[src/rtl/gtea_pkg.sv]
// ----------------------------------------------------------------------------
// gtea_pkg
// Shared widths, operation codes, memory port types and the result type for the group
// table element arithmetic block.
// ----------------------------------------------------------------------------
package gtea_pkg;

  localparam int ELEM_W       = 6;
  localparam int OP_W         = 3;
  localparam int EXP_W        = 16;
  localparam int ORD_W        = 7;
  localparam int MAX_ELEMENTS = 64;
  localparam int CNT_W        = $clog2(MAX_ELEMENTS + 1);

  localparam int PROD_AW      = 2 * ELEM_W;
  localparam int PROD_DEPTH   = 1 << PROD_AW;
  localparam int INV_DEPTH    = 1 << ELEM_W;

  localparam logic [OP_W-1:0] OP_LOAD  = 3'd0;
  localparam logic [OP_W-1:0] OP_MUL   = 3'd1;
  localparam logic [OP_W-1:0] OP_INV   = 3'd2;
  localparam logic [OP_W-1:0] OP_CONJ  = 3'd3;
  localparam logic [OP_W-1:0] OP_COMM  = 3'd4;
  localparam logic [OP_W-1:0] OP_POW   = 3'd5;
  localparam logic [OP_W-1:0] OP_ORDER = 3'd6;

  typedef logic [ELEM_W-1:0] elem_t;

  typedef struct packed {
    logic               we;
    logic [PROD_AW-1:0] waddr;
    elem_t              wdata;
    logic [PROD_AW-1:0] raddr;
  } prod_port_t;

  typedef struct packed {
    logic  we;
    elem_t waddr;
    elem_t wdata;
    elem_t raddr;
  } inv_port_t;

  typedef struct packed {
    logic             valid;
    elem_t            element;
    logic [ORD_W-1:0] order_count;
    logic             no_order;
  } res_t;

endpackage

[src/rtl/gtea_seq.sv]
// ----------------------------------------------------------------------------
// gtea_seq
// Sequencer: takes one beat, walks the table reads it needs (one dependent
// read per cycle, read data fed straight into the next address) and holds
// the result until the output register takes it.
// ----------------------------------------------------------------------------
module gtea_seq (
  input  logic                        clk,
  input  logic                        rst,
  input  logic                        start,
  input  logic [gtea_pkg::OP_W-1:0]   op_in,
  input  gtea_pkg::elem_t             a_in,
  input  gtea_pkg::elem_t             b_in,
  input  logic [gtea_pkg::EXP_W-1:0]  exp_in,
  input  gtea_pkg::elem_t             val_in,
  output logic                        idle,
  output gtea_pkg::prod_port_t        prod_port,
  output gtea_pkg::inv_port_t         inv_port,
  input  gtea_pkg::elem_t             prod_rdata,
  input  gtea_pkg::elem_t             inv_rdata,
  output gtea_pkg::res_t              res,
  input  logic                        take
);
  import gtea_pkg::*;

  localparam logic [1:0] S_IDLE = 2'd0;
  localparam logic [1:0] S_RUN  = 2'd1;
  localparam logic [1:0] S_FIN  = 2'd2;

  logic [1:0]       state, state_next;
  logic [2:0]       phase, phase_next;
  logic [OP_W-1:0]  op;
  elem_t            a, b, val;
  logic [EXP_W-1:0] ex, ex_next;
  elem_t            base, base_next;
  elem_t            acc, acc_next;
  elem_t            tmp, tmp_next;
  logic [CNT_W-1:0] cnt, cnt_next;
  logic             pend, pend_next;
  logic             pend_acc, pend_acc_next;
  elem_t            res_elem, res_elem_next;
  logic [ORD_W-1:0] res_ord, res_ord_next;
  logic             res_no, res_no_next;

  elem_t              acc_eff, base_eff;
  logic [CNT_W:0]     cnt_inc;
  logic [ORD_W+CNT_W-1:0] ord_wide;

  assign acc_eff  = (pend && pend_acc)  ? prod_rdata : acc;
  assign base_eff = (pend && !pend_acc) ? prod_rdata : base;
  assign cnt_inc  = {1'b0, cnt} + 1'b1;
  assign ord_wide = (ORD_W + CNT_W)'(cnt) + 1'b1;

  assign idle = (state == S_IDLE);
  assign res  = '{valid: (state == S_FIN), element: res_elem,
                  order_count: res_ord, no_order: res_no};

  always_comb begin
    state_next    = state;
    phase_next    = phase;
    ex_next       = ex;
    base_next     = base;
    acc_next      = acc;
    tmp_next      = tmp;
    cnt_next      = cnt;
    pend_next     = 1'b0;
    pend_acc_next = pend_acc;
    res_elem_next = res_elem;
    res_ord_next  = res_ord;
    res_no_next   = res_no;
    prod_port     = '0;
    inv_port      = '0;

    unique case (state)
      S_IDLE: begin
        if (start) begin
          state_next = S_RUN;
          phase_next = '0;
          ex_next    = exp_in;
          base_next  = a_in;
          acc_next   = '0;
          cnt_next   = '0;
        end
      end
      S_RUN: begin
        // finish by default; arms that keep walking override
        state_next    = S_FIN;
        res_elem_next = '0;
        res_ord_next  = '0;
        res_no_next   = 1'b0;
        phase_next    = phase + 3'd1;
        case (op)
          OP_LOAD: begin
            prod_port.we    = 1'b1;
            prod_port.waddr = {a, b};
            prod_port.wdata = val;
            inv_port.we     = (val == '0);
            inv_port.waddr  = a;
            inv_port.wdata  = b;
          end
          OP_MUL: begin
            if (phase == 3'd0) begin
              prod_port.raddr = {a, b};
              state_next      = S_RUN;
            end else begin
              res_elem_next = prod_rdata;
            end
          end
          OP_INV: begin
            if (phase == 3'd0) begin
              inv_port.raddr = a;
              state_next     = S_RUN;
            end else begin
              res_elem_next = inv_rdata;
            end
          end
          OP_CONJ: begin
            state_next = S_RUN;
            case (phase)
              3'd0: inv_port.raddr = b;
              3'd1: prod_port.raddr = {inv_rdata, a};
              3'd2: prod_port.raddr = {prod_rdata, b};
              default: begin
                state_next    = S_FIN;
                res_elem_next = prod_rdata;
              end
            endcase
          end
          OP_COMM: begin
            state_next = S_RUN;
            case (phase)
              3'd0: inv_port.raddr = a;
              3'd1: begin
                tmp_next       = inv_rdata;
                inv_port.raddr = b;
              end
              3'd2: prod_port.raddr = {tmp, inv_rdata};
              3'd3: prod_port.raddr = {prod_rdata, a};
              3'd4: prod_port.raddr = {prod_rdata, b};
              default: begin
                state_next    = S_FIN;
                res_elem_next = prod_rdata;
              end
            endcase
          end
          OP_POW: begin
            // square-and-multiply, one table read per cycle
            base_next = base_eff;
            acc_next  = acc_eff;
            if (ex == '0) begin
              res_elem_next = acc_eff;
            end else begin
              state_next = S_RUN;
              pend_next  = 1'b1;
              if (ex[0]) begin
                prod_port.raddr = {base_eff, acc_eff};
                pend_acc_next   = 1'b1;
                ex_next         = ex - 1'b1;
              end else begin
                prod_port.raddr = {base_eff, base_eff};
                pend_acc_next   = 1'b0;
                ex_next         = ex >> 1;
              end
            end
          end
          OP_ORDER: begin
            if (a == '0) begin
              res_ord_next = ORD_W'(1);
            end else if (pend && prod_rdata == '0) begin
              res_ord_next = ord_wide[ORD_W-1:0];
            end else if (pend && cnt == CNT_W'(MAX_ELEMENTS)) begin
              res_no_next = 1'b1;
            end else begin
              state_next      = S_RUN;
              prod_port.raddr = {a, acc_eff};
              acc_next        = acc_eff;
              pend_next       = 1'b1;
              pend_acc_next   = 1'b1;
              cnt_next        = cnt_inc[CNT_W-1:0];
            end
          end
          default: begin
          end
        endcase
        if (op == OP_ORDER && phase == 3'd0) begin
          // first order read walks from a itself
          acc_next = (a == '0) ? acc_next : acc_next;
        end
      end
      S_FIN: begin
        if (take) begin
          state_next = S_IDLE;
        end
      end
      default: state_next = S_IDLE;
    endcase
  end

  always_ff @(posedge clk) begin
    if (rst) begin
      state <= S_IDLE;
      pend  <= 1'b0;
    end else begin
      state <= state_next;
      pend  <= pend_next;
    end
    if (start && state == S_IDLE) begin
      op  <= op_in;
      a   <= a_in;
      b   <= b_in;
      val <= val_in;
    end
    phase    <= phase_next;
    ex       <= ex_next;
    base     <= base_next;
    acc      <= (start && state == S_IDLE && op_in == OP_ORDER) ? a_in : acc_next;
    tmp      <= tmp_next;
    cnt      <= cnt_next;
    pend_acc <= pend_acc_next;
    res_elem <= res_elem_next;
    res_ord  <= res_ord_next;
    res_no   <= res_no_next;
  end

`ifndef SYNTHESIS
  a_write_only_load: assert property (@(posedge clk) disable iff (rst)
    prod_port.we |-> (state == S_RUN && op == OP_LOAD))
    else $error("table write outside a load");

  a_pend_after_run: assert property (@(posedge clk) disable iff (rst)
    pend |-> ($past(state) == S_RUN && state != S_IDLE))
    else $error("read pending outside a walk");

  a_no_order_clean: assert property (@(posedge clk) disable iff (rst)
    (res.valid && res.no_order) |-> (res.element == '0 && res.order_count == '0))
    else $error("no_order result carries data");

  a_fin_holds: assert property (@(posedge clk) disable iff (rst)
    (res.valid && !take) |=> (res.valid && $stable(res_elem) && $stable(res_ord)))
    else $error("held result changed");
`endif

endmodule

[config.mk]
export PLATFORM = sky130hd
export DESIGN_NAME = gtea_seq
export DESIGN_NICKNAME = d
export VERILOG_FILES = /design/src/rtl/gtea_pkg.sv /design/src/rtl/gtea_seq.sv
export SDC_FILE = /design/constraint.sdc
export NUM_CORES = 1
export LEC_CHECK = 0
export BUFFER_PORTS_ARGS = -buffer_cell sky130_fd_sc_hd__clkbuf_2
export CAP_MARGIN = 20
export CORE_ASPECT_RATIO = 0.9
export CORE_MARGIN = 10
export CORE_UTILIZATION = 35
export CTS_BUF_LIST = sky130_fd_sc_hd__clkbuf_4 sky130_fd_sc_hd__clkbuf_8
export CTS_CLUSTER_DIAMETER = 100
export DETAILED_ROUTE_END_ITERATION = 6
export PLACE_DENSITY = 0.68
export RECOVER_POWER = 25
export SLEW_MARGIN = 20
export SYNTH_ARGS = -nofsm -noshare
export SYNTH_HDL_FRONTEND = slang
export SYNTH_SLANG_ARGS = --single-unit
export TNS_END_PERCENT = 30
[constraint.sdc]
create_clock -name clk -period 6.8 [get_ports clk]
set_input_delay 2.04 -clock clk [delete_from_list [all_inputs] [get_ports clk]]
set_output_delay 2.04 -clock clk [all_outputs]
set_load 0.02 [all_outputs]
Word-level counts from Yosys, hierarchy flattened
Cells that the tools add are included.

Register bits: 83. Bits of input ports: 53. Output and inout bits: 66. Logic and storage cells: 159.

Add/sub/neg operators: 4. Equality and inequality tests: 31. Muxes and demuxes: 73. Bitwise gates (word level): 3. Reduce and logical (&&, ||, !) cells: 31.

Operator list (count): 2-to-1 mux 6 bit (17); 2-to-1 mux 16 bit (4); 2-to-1 mux 12 bit (5); one-hot mux 12 bit (5 select lines) (1); one-hot mux 6 bit (2 select lines) (4); 2-to-1 mux 19 bit (2); one-hot mux 12 bit (3 select lines) (1); 2-to-1 mux 7 bit (5); one-hot mux 16 bit (2 select lines) (1); 2-to-1 mux 31 bit (1); one-hot mux 6 bit (5 select lines) (1); one-hot mux 12 bit (2 select lines) (1); != test 2 bit (second input constant) (10); logical NOT 6 bit (3); 2-to-1 mux 2 bit (9); one-hot mux 6 bit (3 select lines) (1); AND reduction 6 bit (3); logical NOT 16 bit (1); != test 4 bit (second input constant) (4); subtractor 16 x 1 -> 16 bit (second input constant) (1); == test 3 bit (second input constant) (5); adder 7 x 1 -> 7 bit (second input constant) (2); one-hot mux 7 bit (2 select lines) (1); 2-to-1 mux 13 bit (1); other kinds (27) (58).

Longest topological paths before layout
Depth after elaboration: 8. Depth in mapped cells: 9. Depth with buffers taken out: 7.

Worst setup path before layout
No wires, ideal clock.

Kind: in2out. Start: in prod_rdata[1]. End: out prod_port[10] (netlist name). Data arrival time: 3159 ps. Required time: 4760 ps. Path slack: 1601 ps. Cell stages on the path: 5. Buffers on the path: 0. Cell sequence: nor4_1 -> nand3_1 -> and3_4 -> nor2_2 -> o221ai_1.

RTL lines: start, declared (RTL line gtea_seq.sv:19) `input gtea_pkg::elem_t prod_rdata,`; end, declared (RTL line gtea_seq.sv:17) `output gtea_pkg::prod_port_t prod_port,`.

==> flow_metrics.tcl <==
set metrics [dict create \
    power_switching_share 0.314 \
    seq_power_share 0.498 \
    cts_root_buf "clkbuf_8" \
    grt_start_max_net_pins 67 \
    power.total_mw 1.36 \
    power.static_leakage_nw 2.30 \
    core.rowCount 41 \
    timing.hold.worst_path_depth 2 \
    die-height_um 133 \
    fin_nets 629 \
    diodes 0 \
    multi_input_comb_area_mm2 0.00222 \
    min-delay-path-class "register to register" \
    yosysTopAreaCell "edfxtp_1" \
    status "complete, no violations" \
    ctsHtreeMaxLevel 3 \
    ys_async_sr_fraction 0 \
    dpl-instance-area_mm2 0.00556 \
    maxClockFrequency_ghz 0.174 \
    highest_count_cells_in_the_layout_ignoring_fill_and_taps "clkbuf_2 (103), edfxtp_1 (80), nand2_1 (56), nor2_1 (41), o21ai_0 (34)" \
    synth_nets 542 \
    mean_instance_size_in_the_synthesized_netlist_um2 10.3 \
    timing.critical_path.mode_cell "clkbuf_2" \
    worstSkewPairLatency_ns 0.38 \
    grt_overflow 0 \
    crit_path_max_fanout 7 \
    timing.reg2reg.worst_path_depth 5 \
    timing.slew.headroom 0.303 \
    synth_enable_flop_cells 80 \
    cts_max_path_buffers 2 \
    min_period_over_period 0.843 \
    hold-worst-slack_ns 0.650 \
    final.setup.tns_ns 0 \
    ant_nets 0 \
    vias_per_cell 5.68 \
    path_cells "clkbuf_2 > nor4_1 > nand3_1 > and3_4 > nor2_2 > o221ai_1 > clkbuf_2" \
    cap_viol_max_count 0 \
    worstPathBufferInverterCount 2 \
    grt_antenna_before_repair 0 \
    cpMaxStageDelayCell "nor4_1" \
    tritoncts.num_buffers 9 \
    initial_utilization 0.356 \
    cts_tree "built" \
    post_synth_inst_count 482 \
    first_pass_iters 7 \
    routed_wl_um 15900 \
    groute.usage.overall 0.160 \
    critical_path_class "input pin to output port" \
    post-cts-setup-buffers 0 \
    power-per-cell-area_mw_per_mm2 236 \
    fillerInstances 1411 \
    timing.final.crit_period_ns 5.74 \
    layout_commonest_cell "clkbuf_2" \
    detail_route.iter0.violations 611 \
    main_flop_type_after_synthesis "edfxtp_1" \
    place.gp.congestion 0.941 \
    postLayoutCellArea_mm2 0.00577 \
    synth-seq-cells 83 \
    cts.repair.resized 0 \
    post_route_cells_drive_above_1_share 0.233 \
    die_area_mm2 0.0194 \
    fp.dieW_um 146 \
    peakVddDrop_uv 145 \
    detail_route.drc_violations 0 \
    first_global_vias 4307 \
    yosysSeqAreaShare 0.496 \
    power_switching_mw 0.427 \
    relative_contribution_of_combinational_cells_to_total_power 0.207 \
    crit_cells 7 \
    finClkSkew_ns 0.0126 \
    detailroute.via_count 4360 \
    post_synth_main_area_contributors "edfxtp_1 (48%), mux2i_1 (4.8%), nand2_1 (4.2%)" \
    pre_cts_ws_ns 1.09 \
    synth-warning-count 0 \
    regArea_mm2 0.00246 \
    top_level_ports 119 \
    cp.arrival_ns 3.70 \
    timing_hold_violations_final 0 \
    wire_length_of_the_first_global_routing_pass_um 24800 \
    cts_hold_buffers 0 \
    critical_path_sink_type "output port" \
    synth_top_area_share 0.484 \
    setup-violations-final 0 \
    dpl.hpwl_um 12100 \
    area_growth_syn_to_layout_pct 16.2 \
    intPower_mw 0.933 \
    power.share.clock 0.295 \
    setup_repair_after_global_routing_missed_its_margin "false" \
    critical_path.max_stage_delay_ns 0.34 \
    critPathRequiredTime_ns 4.76 \
    worst_margin_slew_ns 1.04 \
    synth.lib_cells_used.distinct 58 \
    critPathLaunchType "input pin" \
    cp_top_family "simple AND/OR/NAND/NOR gates" \
    worst_slack_ns 1.06 \
    io_buffers 118 \
    report.final.slew_viol_count 0 \
    rrSetupSlack_ns 3.61 \
    clkSlewWorstSetupHoldPaths_ns 0.08 \
    placeable_core_region_mm2 0.0140 \
    total_number_of_clock_tree_sinks 83 \
    wl_per_cell_um 20.7 \
    synthesis.area_mm2 0.00496 \
]
## sequential cells by signal, indices dropped and copies added, names as in the netlist, named ones only
name      flops
res_ord       7
b             6
op            3
pend_acc      1
res_elem      6
tmp           6
a             6
state         2
ex           13
phase         3
pend          1
cnt           7
acc           6
val           6
base          6
res_no        1
## cells by family (layout without fill, tap and decap cells)
group                    after synthesis  after routing  synth area share
adder cells (fa/ha/maj)                7              7            0.0176
buffers and inverters                 52            144            0.0562
AND/OR/NAND/NOR                      189            189             0.199
flip-flops                            83             83             0.496
multiplexers                          24             24            0.0484
AO/OA/AOI/OAI                        121            121             0.172
XOR/XNOR                               6              6            0.0106
## worst reg2reg max path, delay by kind of cell (launching register included)
kind | cells | cell delay, ns
buffers and inverters | 2 | 0.95
flip-flops | 1 | 0.32
AND/OR/NAND/NOR | 3 | 1.56
## power by group through the flow
stage / Clock [mW] / Sequential [mW] / Combinational (mW)
6_report: 0.401 / 0.677 / 0.282
2_1_floorplan: 0 / 0.671 / 0.196
5_1_grt: 0.437 / 0.684 / 0.309
3_3_place_gp: 0 / 0.685 / 0.278
3_5_place_dp: 0 / 0.688 / 0.281
4_1_cts: 0.413 / 0.676 / 0.281
## layer usage
| metal | global-route usage | vias up | part of all wire |
|---|---|---|---|
| li1 | - | 1981 | - |
| met1 | 0.220 | 2057 | 0.45 |
| met2 | 0.231 | 280 | 0.42 |
| met3 | 0.0518 | 42 | 0.10 |
| met4 | 0.0499 | 0 | 0.023 |
| met5 | 0 | - | 0 |
## Yosys cell counts, types with 3 or more instances
library cell	n
edfxtp_1	80
o21ai_0	35
o22ai_1	13
clkbuf_1	9
nor2b_1	3
a22oi_1	25
nand2b_1	10
nand3_1	15
o21ai_1	3
and3_1	6
mux2i_1	24
nand2_1	56
buf_4	16
nor3_1	5
inv_1	7
and2_1	23
nor4_1	6
o221a_1	6
o221ai_1	7
a221o_1	6
a21oi_1	9
xor2_1	4
dfxtp_1	3
buf_2	13
nor3b_1	3
buf_1	5
a222oi_1	6
nor2_1	41
ha_1	7
## worst paths after layout
path / startpoint / end
max: prod_rdata[1] / prod_port[8]
min: state[0] / state[1]
max reg2reg: state[1] / ex[0]
min reg2reg: state[0] / state[1]
## cell type report
class                      instances  area share
tap                              193      0.0419
sequential                        83       0.427
clock buffer                       9      0.0215
multi-input combinational        347       0.386
inverter                           8     0.00521
timing repair buffer             120       0.102
clock inverter                     7      0.0171
## stage by stage
step | std cells | utilization
6_report | 767 | 0.413
5_1_grt | 767 | 0.413
4_1_cts | 767 | 0.415
3_5_place_dp | 751 | 0.399
3_3_place_gp | 751 | 0.399
2_1_floorplan | 482 | -
Power figures use the tool's default switching activity.
