===== src/rtl/gtea_ram.sv =====
// ----------------------------------------------------------------------------
// gtea_ram
// Generic simple dual-port RAM: one write port, one read port, read data
// registered.
// ----------------------------------------------------------------------------
module gtea_ram #(
  parameter int WIDTH = 8,
  parameter int DEPTH = 64
) (
  input  logic                     clk,
  input  logic                     we,
  input  logic [$clog2(DEPTH)-1:0] waddr,
  input  logic [WIDTH-1:0]         wdata,
  input  logic [$clog2(DEPTH)-1:0] raddr,
  output logic [WIDTH-1:0]         rdata
);

  logic [WIDTH-1:0] mem [DEPTH];

  always_ff @(posedge clk) begin
    if (we) begin
      mem[waddr] <= wdata;
    end
    rdata <= mem[raddr];
  end

endmodule


===== config.mk =====
export PLATFORM = sky130hd
export DESIGN_NAME = gtea_ram
export DESIGN_NICKNAME = d
export VERILOG_FILES = /design/src/rtl/gtea_ram.sv
export SDC_FILE = /design/constraint.sdc
export NUM_CORES = 1
export LEC_CHECK = 0
export BUFFER_PORTS_ARGS = -buffer_cell sky130_fd_sc_hd__buf_4
export CELL_PAD_IN_SITES_DETAIL_PLACEMENT = 1
export CELL_PAD_IN_SITES_GLOBAL_PLACEMENT = 1
export CORE_ASPECT_RATIO = 0.9
export CORE_MARGIN = 2
export CORE_UTILIZATION = 30
export DETAILED_ROUTE_END_ITERATION = 8
export GPL_ROUTABILITY_DRIVEN = 0
export GPL_TIMING_DRIVEN = 1
export PLACE_DENSITY_LB_ADDON = 0.1
export SLEW_MARGIN = 20
export SYNTH_ARGS = -nofsm -noshare
export SYNTH_HDL_FRONTEND = slang
export SYNTH_SLANG_ARGS = --single-unit
export TNS_END_PERCENT = 100

===== constraint.sdc =====
create_clock -name clk -period 5.35 [get_ports clk]
set_input_delay 0.535 -clock clk [delete_from_list [all_inputs] [get_ports clk]]
set_output_delay 0.535 -clock clk [all_outputs]
set_load 0.02 [all_outputs]

# Yosys cells after proc, flatten, opt, wreduce, memory -nomap -nowiden
# Memories as Yosys holds them, arrays and structs flattened. A register that Yosys moved wholly into a read port is not among the register bits.
# Index checks and enable logic that the tools add are counted.
dict set report word_totals {
  reg_bits 0
  mem_bits_rw 512
  input_bits 22
  output_inout_bits 8
  wordCells 3
  n_memories 1
}
# memory depth width read_ports rd_clocked_by_memory_dff wr line
set mem_list {}
lappend mem_list {mem 64 8 1 1 1 18} ;# logic [WIDTH-1:0] mem [DEPTH];
dict set report classes {
  n_mux 2
}
# cell n
set ops {}
lappend ops {{$mux W1} 2}

# Depth between registers and ports, before layout
# Gate-level depths: netlist (run 1).
dict set report depth {
  word_depth 2
  mapped_depth 9
  depth_no_buf 5
}

# Least setup slack after synthesis (run 1)
# Ideal clock, no wire load.
dict set report synth_timing {
  path_type {input to register}
  from {input raddr[1]}
  to {register rdata[3] (read register of mem)}
  setup_ps 128
  arrival_ps 2075
  required_ps 5222
  setup_slack_ps 3147
  stages 7
  n_path_buf 3
  cell_sequence {buf_4 -> buf_2 -> buf_2 -> mux4_2 -> mux4_2 -> o21ai_1 -> o41ai_1}
}
# element line
set synth_lines {}
lappend synth_lines {{start: declaration} 14} ;# input logic [$clog2(DEPTH)-1:0] raddr,
lappend synth_lines {{end: declaration} 15} ;# output logic [WIDTH-1:0] rdata

==> tab_implementation.tex, run 1 <==
\begin{tabular}{lr}
\hline
Metric & Value \\
\hline
\multicolumn{2}{l}{\textbf{Run status}} \\
\quad Result of the run & finished clean \\
\multicolumn{2}{l}{\textbf{Logic synthesis}} \\
\quad Number of warnings printed during yosys synthesis & 0 \\
\quad Net count after synthesis & 962 \\
\quad EDFF count, synth & 512 \\
\quad Unique masters post-synth & 40 \\
\quad Primary FF master, synth & sky130\_fd\_sc\_hd\_\_edfxtp\_1 \\
\quad Netlist Area Pre-Place & 20200 um2 \\
\quad Synthesized area per cell & 21.5 um2 \\
\quad Number of synthesized register bits & 520 \\
\quad Combinational family with the most area after synthesis & multiplexers \\
\quad XOR/XNOR share of the synthesized area & 0\% \\
\quad Post-Synth Simple-Gate Area & 3.39\% \\
\quad Share of synthesized area occupied by flip-flops and latches & 77.0\% \\
\quad Compound-Gate Fraction of Synth Area & 2.07\% \\
\quad Share of cell area taken by muxes after synthesis & 15.9\% \\
\quad Synthesized instance count & 940 \\
\quad Adder-cell share of the synthesized area & 0\% \\
\quad Fraction of registers with async set or reset after synthesis & 0\% \\
\multicolumn{2}{l}{\textbf{Global route}} \\
\quad Initial antenna violation count & 2 \\
\quad Met3 Track Usage GR & 2.84\% \\
\quad Via count of the first global-routing pass & 10.2k \\
\quad GR Util met2 & 24.2\% \\
\quad Pin count of the biggest net entering global routing & 67 \\
\quad Global-route wire length before repair & 78600 um \\
\quad Highest-utilization routing layer at the global route stage & met2 \\
\quad Remaining global-route overflow & 0 \\
\quad Global routing usage summed across all routing layers & 16.0\% \\
\quad Fraction of met1 tracks used by global routing & 23.6\% \\
\multicolumn{2}{l}{\textbf{Drt}} \\
\quad Residual DRC count & 0 \\
\quad Routed length per instance & 28.7 um \\
\quad Detailed-route wire length & 54700 um \\
\quad Number of nets with antenna violations after routing & 0 \\
\quad Number of DRC markers in iteration 0 & 746 \\
\quad Via density per instance & 4.97 \\
\quad Drt pass-1 iters & 5 \\
\quad Via count & 9484 \\
\multicolumn{2}{l}{\textbf{Die}} \\
\quad Chip Width & 277 um \\
\quad I/O Pins & 30 \\
\quad Starting density of the core & 30.2\% \\
\quad Core Region & 66800 um2 \\
\quad Rows & 90 \\
\quad Die Y-Extent & 250 um \\
\quad Die Outline Area & 69300 um2 \\
\multicolumn{2}{l}{\textbf{Final layout}} \\
\quad Final Core Density & 34.6\% \\
\quad Fin cells & 1909 \\
\quad Area growth syn-to-layout & 14.4\% \\
\quad Share of post-route cells with drive strength above 1 & 25.9\% \\
\quad Final \#Nets & 1014 \\
\multicolumn{2}{l}{\textbf{Power and ir drop}} \\
\quad Leakage power of the design & 0.00702 uW \\
\quad Overall power consumption & 8750 uW \\
\quad Peak VDD IR & 214 uV \\
\quad Power per unit of standard cell area & 379 nW/um2 \\
\multicolumn{2}{l}{\textbf{Setup path}} \\
\quad Most repeated library cell on the critical path & sky130\_fd\_sc\_hd\_\_mux4\_2 \\
\quad Kind of cell adding the most delay to the critical path & multiplexers \\
\quad Critical path cell sequence & buf\_8 -> buf\_4 -> mux4\_2 -> mux4\_2 -> nor2\_1 -> o32ai\_1 \\
\quad Slack of the worst reg-to-reg path & 3.04 ns \\
\quad Slowest cell on the critical path & sky130\_fd\_sc\_hd\_\_mux4\_2 \\
\quad CP arrival & 3.24 ns \\
\quad Worst Path Class, Setup & in -> reg \\
\quad Longest individual stage delay on the worst path & 0.57 ns \\
\quad Critical path launch point type & input port \\
\quad Crit. Startpoint & raddr[0] \\
\quad Highest fanout seen on the critical path & 66 \\
\quad Reg-to-Reg Start & mem[47][1]\$\_DFFE\_PP\_ \\
\quad CP Capture Type & flop \\
\quad Critical path buffers and inverters & 2 \\
\quad Critical path data required time & 5.82 ns \\
\multicolumn{2}{l}{\textbf{STA}} \\
\quad Setup repair after global routing missed its margin & false \\
\quad Hold slack final & 0.313 ns \\
\quad Slew at the pin closest to its max-slew limit & 1.13 ns \\
\quad Final setup skew & 0.0158 ns \\
\quad Timing-limited maximum frequency & 0.362 GHz \\
\quad Max-slew headroom at the worst pin & 24.3\% \\
\quad Share of the cycle needed by the critical path after routing & 51.7\% \\
\quad Final Slew Violations & 0 \\
\quad Total Neg Setup Slack & 0 ns \\
\quad Final min period & 2.77 ns \\
\quad Number of failing hold endpoints at the final stage & 0 \\
\quad Total of endpoints with negative setup slack in the final report & 0 \\
\multicolumn{2}{l}{\textbf{Clocking}} \\
\quad Number of sinks driven by the clock tree & 520 \\
\quad CTS root buffer & sky130\_fd\_sc\_hd\_\_clkbuf\_16 \\
\quad Hold-fix buffer count after cts & 0 \\
\quad Insertion delay to the later sink of the worst-skew pair & 0.61 ns \\
\quad CTS tree & yes \\
\quad CTS Buf Count & 57 \\
\quad Number of gates given a new drive strength after cts & 0 \\
\quad Number of buffers between clock root and the deepest sink & 3 \\
\quad CTS H-tree lvls & 2 \\
\quad Clock slew at the register clock pins of the worst setup and hold paths & 0.06 ns \\
\quad Setup Fix Bufs, Post-CTS & 0 \\
\multicolumn{2}{l}{\textbf{Min path}} \\
\quad Hold wc startpoint & raddr[5] \\
\quad Type of the worst min-delay path & in -> reg \\
\multicolumn{2}{l}{\textbf{Placed design}} \\
\quad Hpwl dp & 32600 um \\
\quad Placed cell count & 1807 \\
\quad Buffers on Ports & 29 \\
\multicolumn{2}{l}{\textbf{Job}} \\
\quad Max Cap Violations & 0 \\
\hline
\end{tabular}
-- worst min-delay path: cells and delay by family --
kind / cells / cell delay [ns]
and+or+nand+nor: 1 / 0.09
AOI/OAI and AO/OA: 1 / 0.05
buffers and inverters: 1 / 0.19
-- stage by stage --
step           worst slack [ns]  instance area (um2)
2_1_floorplan              3.15                20200
3_5_place_dp               1.90                21300
3_3_place_gp               1.88                21300
4_1_cts                    2.56                23100
6_report                   2.58                23100
5_1_grt                    2.47                23100
-- final timing paths --
path              cells past startpoint               end
hold / removal                        3  rdata[1]$_DFF_P_
hold reg to reg                       4  rdata[2]$_DFF_P_
setup reg to reg                      4  rdata[1]$_DFF_P_
setup / recovery                      6  rdata[4]$_DFF_P_
-- report_power, final --
part	switching, uW	total [uW]	internal (uW)
Sequential	20.4	4530	4510
Combinational	284	441	157
Clock	1590	3780	2190
-- layer usage --
metal	routed length [um]	vias to the layer above
met4	1230	2
met5	16	-
met1	26700	5199
met2	24800	161
met3	1940	87
li1	-	4035
-- cell usage after synthesis, types with 4 or more instances --
| master | instances | area [um2] |
|---|---|---|
| sky130_fd_sc_hd__nor3_1 | 7 | 35.0 |
| sky130_fd_sc_hd__mux2_2 | 13 | 146 |
| sky130_fd_sc_hd__buf_2 | 11 | 55.1 |
| sky130_fd_sc_hd__nand2b_1 | 7 | 43.8 |
| sky130_fd_sc_hd__a221oi_1 | 6 | 52.6 |
| sky130_fd_sc_hd__mux2i_1 | 23 | 230 |
| sky130_fd_sc_hd__dfxtp_1 | 8 | 160 |
| sky130_fd_sc_hd__edfxtp_1 | 512 | 15400 |
| sky130_fd_sc_hd__buf_1 | 4 | 15.0 |
| sky130_fd_sc_hd__clkbuf_1 | 17 | 63.8 |
| sky130_fd_sc_hd__buf_6 | 4 | 45.0 |
| sky130_fd_sc_hd__nand2_1 | 19 | 71.3 |
| sky130_fd_sc_hd__o221ai_1 | 8 | 70.1 |
| sky130_fd_sc_hd__buf_4 | 13 | 97.6 |
| sky130_fd_sc_hd__nor2b_1 | 14 | 87.6 |
| sky130_fd_sc_hd__a211oi_1 | 4 | 30.0 |
| sky130_fd_sc_hd__nand3_1 | 13 | 65.1 |
| sky130_fd_sc_hd__o22ai_1 | 8 | 50.1 |
| sky130_fd_sc_hd__nor2_1 | 83 | 312 |
| sky130_fd_sc_hd__mux4_2 | 126 | 2840 |
-- sequential cells by signal, summed over array words and instances (netlist names) --
signal  count
mem       512
rdata       8
-- kinds of logic (layout without fill, tap and decap cells) --
logic type	Yosys count	in the layout
AOI/OAI and AO/OA	54	54
and+or+nand+nor	153	153
buffers and inverters	51	145
other	0	1
muxes	162	162
DFF	520	520
-- cell type report --
| cell class | count | area (um2) |
|---|---|---|
| fill | 6496 | 43700 |
| sequential | 520 | 15500 |
| multi-input combinational | 369 | 4350 |
| clock buffer | 72 | 1530 |
| tap | 874 | 1090 |
| timing repair buffer | 44 | 338 |
| clock inverter | 29 | 235 |
| antenna | 1 | 2.50 |
-- cell usage in the layout, fill, tap and decap left out, drive strengths merged, types with 2 or more instances in the layout --
cell type	n
o41ai	2
buf	44
nor2	83
o2bb2ai	3
nor4	2
mux2	13
a221oi	6
o221ai	8
nand2	19
a22oi	3
nand3b	3
o21ai	4
o32ai	2
nor3	7
clkinv	23
clkbuf	72
a21oi	3
edfxtp	512
mux4	126
dfxtp	8
a2111oi	2
o221a	2
nand3	13
bufinv	4
nand2b	7
mux2i	23
o2111ai	3
nor2b	14
o21a	2
o22ai	8
nand4	2
a211oi	4
Power figures use the tool's default switching activity.
==> run 2: changes to the inputs <==
--- a/config.mk
+++ b/config.mk
@@ -5,6 +5,7 @@
 export SDC_FILE = /design/constraint.sdc
 export NUM_CORES = 1
 export LEC_CHECK = 0
+export ABC_AREA = 1
 export BUFFER_PORTS_ARGS = -buffer_cell sky130_fd_sc_hd__buf_4
 export CELL_PAD_IN_SITES_DETAIL_PLACEMENT = 1
 export CELL_PAD_IN_SITES_GLOBAL_PLACEMENT = 1
==> constraint.sdc (replaced) <==
create_clock -name clk -period 2.3 [get_ports clk]
set_input_delay 0.23 -clock clk [delete_from_list [all_inputs] [get_ports clk]]
set_output_delay 0.23 -clock clk [all_outputs]
set_load 0.02 [all_outputs]
==> run 2 against run 1 <==
Clock power is 140% higher. First-iteration DRC count rose by 34%. Via count grew 47%. Highest routed layer unchanged. Non-clock buffer count is 111 higher. Worst hold slack got worse by 0.25 ns. Global-route usage increased by 2.5 points. Sequential cell count unchanged. Cell count rose by 52%. Critical path type is now reg -> out. Design area increased by 8.4%. Clock-buffer cell count increased by 10. Setup slack worse by 1.8 ns. Clock skew up 0.0032 ns.
==> tab_implementation.tex, run 2 <==
\begin{tabular}{lr}
\hline
Metric & Value \\
\hline
\multicolumn{2}{l}{\textbf{Run status}} \\
\quad Result of the run & finished clean \\
\multicolumn{2}{l}{\textbf{Logic synthesis}} \\
\quad Number of synthesized register bits & 520 (unchanged) \\
\quad Primary FF master, synth & sky130\_fd\_sc\_hd\_\_edfxtp\_1 \\
\quad Synthesized instance count & 1805 (+92\%) \\
\quad Most repeated cell in the gate-level netlist after synthesis & sky130\_fd\_sc\_hd\_\_nand2\_1 \\
\quad Share of the synthesized area in the top cell type & 72.0\% (-4.2 points) \\
\quad Most used standard cells in the synthesized netlist & 648 x sky130\_fd\_sc\_hd\_\_nand2\_1, 512 x sky130\_fd\_sc\_hd\_\_edfxtp\_1, 439 x sky130\_fd\_sc\_hd\_\_nand3\_1 \\
\quad Net count after synthesis & 1827 (+90\%) \\
\quad Share of synthesized area occupied by flip-flops and latches & 72.8\% (-4.2 points) \\
\quad Unique masters post-synth & 16 (-60\%) \\
\quad Fraction of registers with async set or reset after synthesis & 0\% (unchanged) \\
\quad Number of warnings printed during yosys synthesis & 0 (unchanged) \\
\quad Leading post-synthesis cells by cell area & sky130\_fd\_sc\_hd\_\_edfxtp\_1 72\%, sky130\_fd\_sc\_hd\_\_nand2\_1 11\%, sky130\_fd\_sc\_hd\_\_nand3\_1 10\% \\
\quad Largest area contributor in the synthesized netlist & sky130\_fd\_sc\_hd\_\_edfxtp\_1 \\
\quad Netlist Area Pre-Place & 21300 um2 (+5.8\%) \\
\quad Synthesized area per cell & 11.8 um2 (-45\%) \\
\quad EDFF count, synth & 512 (unchanged) \\
\multicolumn{2}{l}{\textbf{STA}} \\
\quad Total of endpoints with negative setup slack in the final report & 0 (unchanged) \\
\quad Number of failing hold endpoints at the final stage & 0 (unchanged) \\
\quad Slew at the pin closest to its max-slew limit & 0.846 ns (-0.286 ns) \\
\quad Share of the cycle needed by the critical path after routing & 65.4\% \\
\quad Total Neg Setup Slack & 0 ns (unchanged) \\
\quad Minimum setup slack in the final design & 0.797 ns (-1.79 ns) \\
\quad Timing-limited maximum frequency & 0.665 GHz \\
\quad Setup repair after global routing missed its margin & false \\
\quad Final min period & 1.50 ns \\
\quad Final Slew Violations & 0 (unchanged) \\
\quad Final setup skew & 0.0190 ns (+0.00324 ns) \\
\quad Max-slew headroom at the worst pin & 43.6\% (+19 points) \\
\multicolumn{2}{l}{\textbf{Final layout}} \\
\quad Biggest registers after layout & mem (512), rdata (8) \\
\quad Register with the most flip-flops & mem \\
\quad FILL cells & 7599 (+17\%) \\
\quad Final \#Nets & 1930 (+90\%) \\
\quad Max reg flops & 512 (unchanged) \\
\quad Most common cell after layout, fill and taps aside & sky130\_fd\_sc\_hd\_\_nand2\_1 \\
\quad Most used cells in the layout excluding fill and tap cells & 648 x sky130\_fd\_sc\_hd\_\_nand2\_1, 512 x sky130\_fd\_sc\_hd\_\_edfxtp\_1, 439 x sky130\_fd\_sc\_hd\_\_nand3\_1 \\
\quad Count of antenna diodes in the layout & 0 (-1) \\
\quad Share of post-route cells with drive strength above 1 & 11.9\% (-14 points) \\
\quad Area growth syn-to-layout & 17.2\% \\
\multicolumn{2}{l}{\textbf{Global route}} \\
\quad Remaining global-route overflow & 0 (unchanged) \\
\quad Global routing usage summed across all routing layers & 18.5\% (+2.5 points) \\
\quad Via count of the first global-routing pass & 14.7k (+44\%) \\
\quad Initial antenna violation count & 2 (unchanged) \\
\quad Global-route wire length before repair & 100000 um (+28\%) \\
\quad Pin count of the biggest net entering global routing & 89 (+33\%) \\
\multicolumn{2}{l}{\textbf{Setup path}} \\
\quad Worst Path Class, Setup & reg -> out \\
\quad CP arrival & 1.27 ns (-1.97 ns) \\
\quad Highest fanout seen on the critical path & 1 (-98\%) \\
\quad Critical path buffers and inverters & 1 (-1) \\
\quad Critical path cell sequence & buf\_4 \\
\quad Critical path depth & 1 (-5) \\
\quad CP Capture Type & output pin \\
\quad Longest individual stage delay on the worst path & 0.46 ns (-0.11 ns) \\
\quad Critical path launch point type & flop \\
\quad Critical path data required time & 2.07 ns (-3.75 ns) \\
\quad R2R depth & 8 (+4) \\
\quad Slowest cell on the critical path & sky130\_fd\_sc\_hd\_\_dfxtp\_1 \\
\quad Kind of cell adding the most delay to the critical path & flip-flops \\
\multicolumn{2}{l}{\textbf{Power and ir drop}} \\
\quad Peak VDD IR & 543 uV (+150\%) \\
\quad Leakage power of the design & 0.00903 uW (+29\%) \\
\quad Power per unit of standard cell area & 848 nW/um2 (+120\%) \\
\multicolumn{2}{l}{\textbf{Die}} \\
\quad Die Outline Area & 73300 um2 (+5.7\%) \\
\quad Chip Width & 285 um (+2.8\%) \\
\quad Die Y-Extent & 257 um (+2.8\%) \\
\quad Starting density of the core & 30.4\% (+0.19 points) \\
\quad I/O Pins & 30 (unchanged) \\
\quad Rows & 92 (+2.2\%) \\
\quad Core Region & 70200 um2 (+5.2\%) \\
\multicolumn{2}{l}{\textbf{Clocking}} \\
\quad Clock slew at the register clock pins of the worst setup and hold paths & 0.06 ns (about the same) \\
\quad Insertion delay to the later sink of the worst-skew pair & 0.62 ns (about the same) \\
\quad Number of buffers between clock root and the deepest sink & 3 (unchanged) \\
\quad CTS tree & yes \\
\quad CTS root buffer & sky130\_fd\_sc\_hd\_\_clkbuf\_16 \\
\quad CTS Buf Count & 59 (+3.5\%) \\
\quad CTS H-tree lvls & 2 (unchanged) \\
\quad Number of sinks driven by the clock tree & 520 (unchanged) \\
\multicolumn{2}{l}{\textbf{Min path}} \\
\quad Type of the worst min-delay path & in -> reg \\
\quad Worst hold stages & 1 (-2) \\
\multicolumn{2}{l}{\textbf{Drt}} \\
\quad Via count & 14.0k (+47\%) \\
\quad Drt pass-1 iters & 5 (unchanged) \\
\quad Number of DRC markers in iteration 0 & 1003 (+34\%) \\
\quad Routed length per instance & 23.1 um (-19\%) \\
\quad Residual DRC count & 0 (unchanged) \\
\quad Via density per instance & 4.82 (-2.9\%) \\
\quad Number of nets with antenna violations after routing & 0 (unchanged) \\
\quad Detailed-route wire length & 67100 um (+23\%) \\
\multicolumn{2}{l}{\textbf{Placed design}} \\
\quad Buffers on Ports & 29 (unchanged) \\
\quad Pre-CTS WS & 0.134 ns (-1.77 ns) \\
\quad Hpwl dp & 42200 um (+29\%) \\
\multicolumn{2}{l}{\textbf{Job}} \\
\quad Max Cap Violations & 0 (unchanged) \\
\hline
\end{tabular}
run 2: metal layers:
layer | routed length [um] | up-vias | GRT usage [%]
li1 | - | 6567 | -
met1 | 32600 | 7138 | 26.6
met2 | 30900 | 193 | 29.6
met3 | 2410 | 80 | 2.52
met4 | 1190 | 2 | 4.22
met5 | 13 | - | 0
run 2: layout make-up:
class	count	area, um2	share of cell area [%]
flip-flops and latches	520	15500	62.1
multi-input cells	1160	4950	19.8
clock buffers	82	1630	6.50
repair buffers	155	1420	5.69
well taps	940	1180	4.70
clock inverters	29	253	1.01
inverters	12	55.1	0.220
run 2: where the power goes:
group | leakage (uW) | switching (uW) | internal, uW
clock | 0.000912 | 3820 | 5450
sequential | 0.00467 | 37.7 | 10500
combinational | 0.00345 | 1040 | 386
total | 0.00903 | 4890 | 16300
run 2: what timing repair did:
item,4_1_cts,5_1_grt
buffers inserted,0,0
hold buffers,1,0
endpoints found under the hold margin,7,0
gates resized for setup,0,0
run 2: metrics by stage:
step	util, %	hold WS (ns)	cells	cell area (um2)	power, uW
floorplan	-	0.329	1805	21300	11500
global placement	32.9	0.633	2786	23100	12200
detailed placement	32.9	0.628	2786	23100	12200
CTS	35.6	0.0423	2898	25000	21500
global route	35.6	0.0615	2898	25000	22000
finish	35.6	0.0616	2898	25000	21200
run 2: path summary, 6_finish.rpt:
check,start,end,slack [ns]
setup / recovery,rdata[7]$_DFF_P_,rdata[7],0.80
hold / removal,wdata[7],mem[23][7]$_DFFE_PP_,0.06
setup reg to reg,mem[21][4]$_DFFE_PP_,rdata[4]$_DFF_P_,0.83
hold reg to reg,mem[54][2]$_DFFE_PP_,rdata[2]$_DFF_P_,0.83
run 2: cells by family (layout without fill, tap and decap cells):
| family | count (synthesis) | in the layout | synth area share [%] |
|---|---|---|---|
| simple gates | 1160 | 1160 | 23.2 |
| flops | 520 | 520 | 72.8 |
| buf+inv | 125 | 278 | 4.02 |
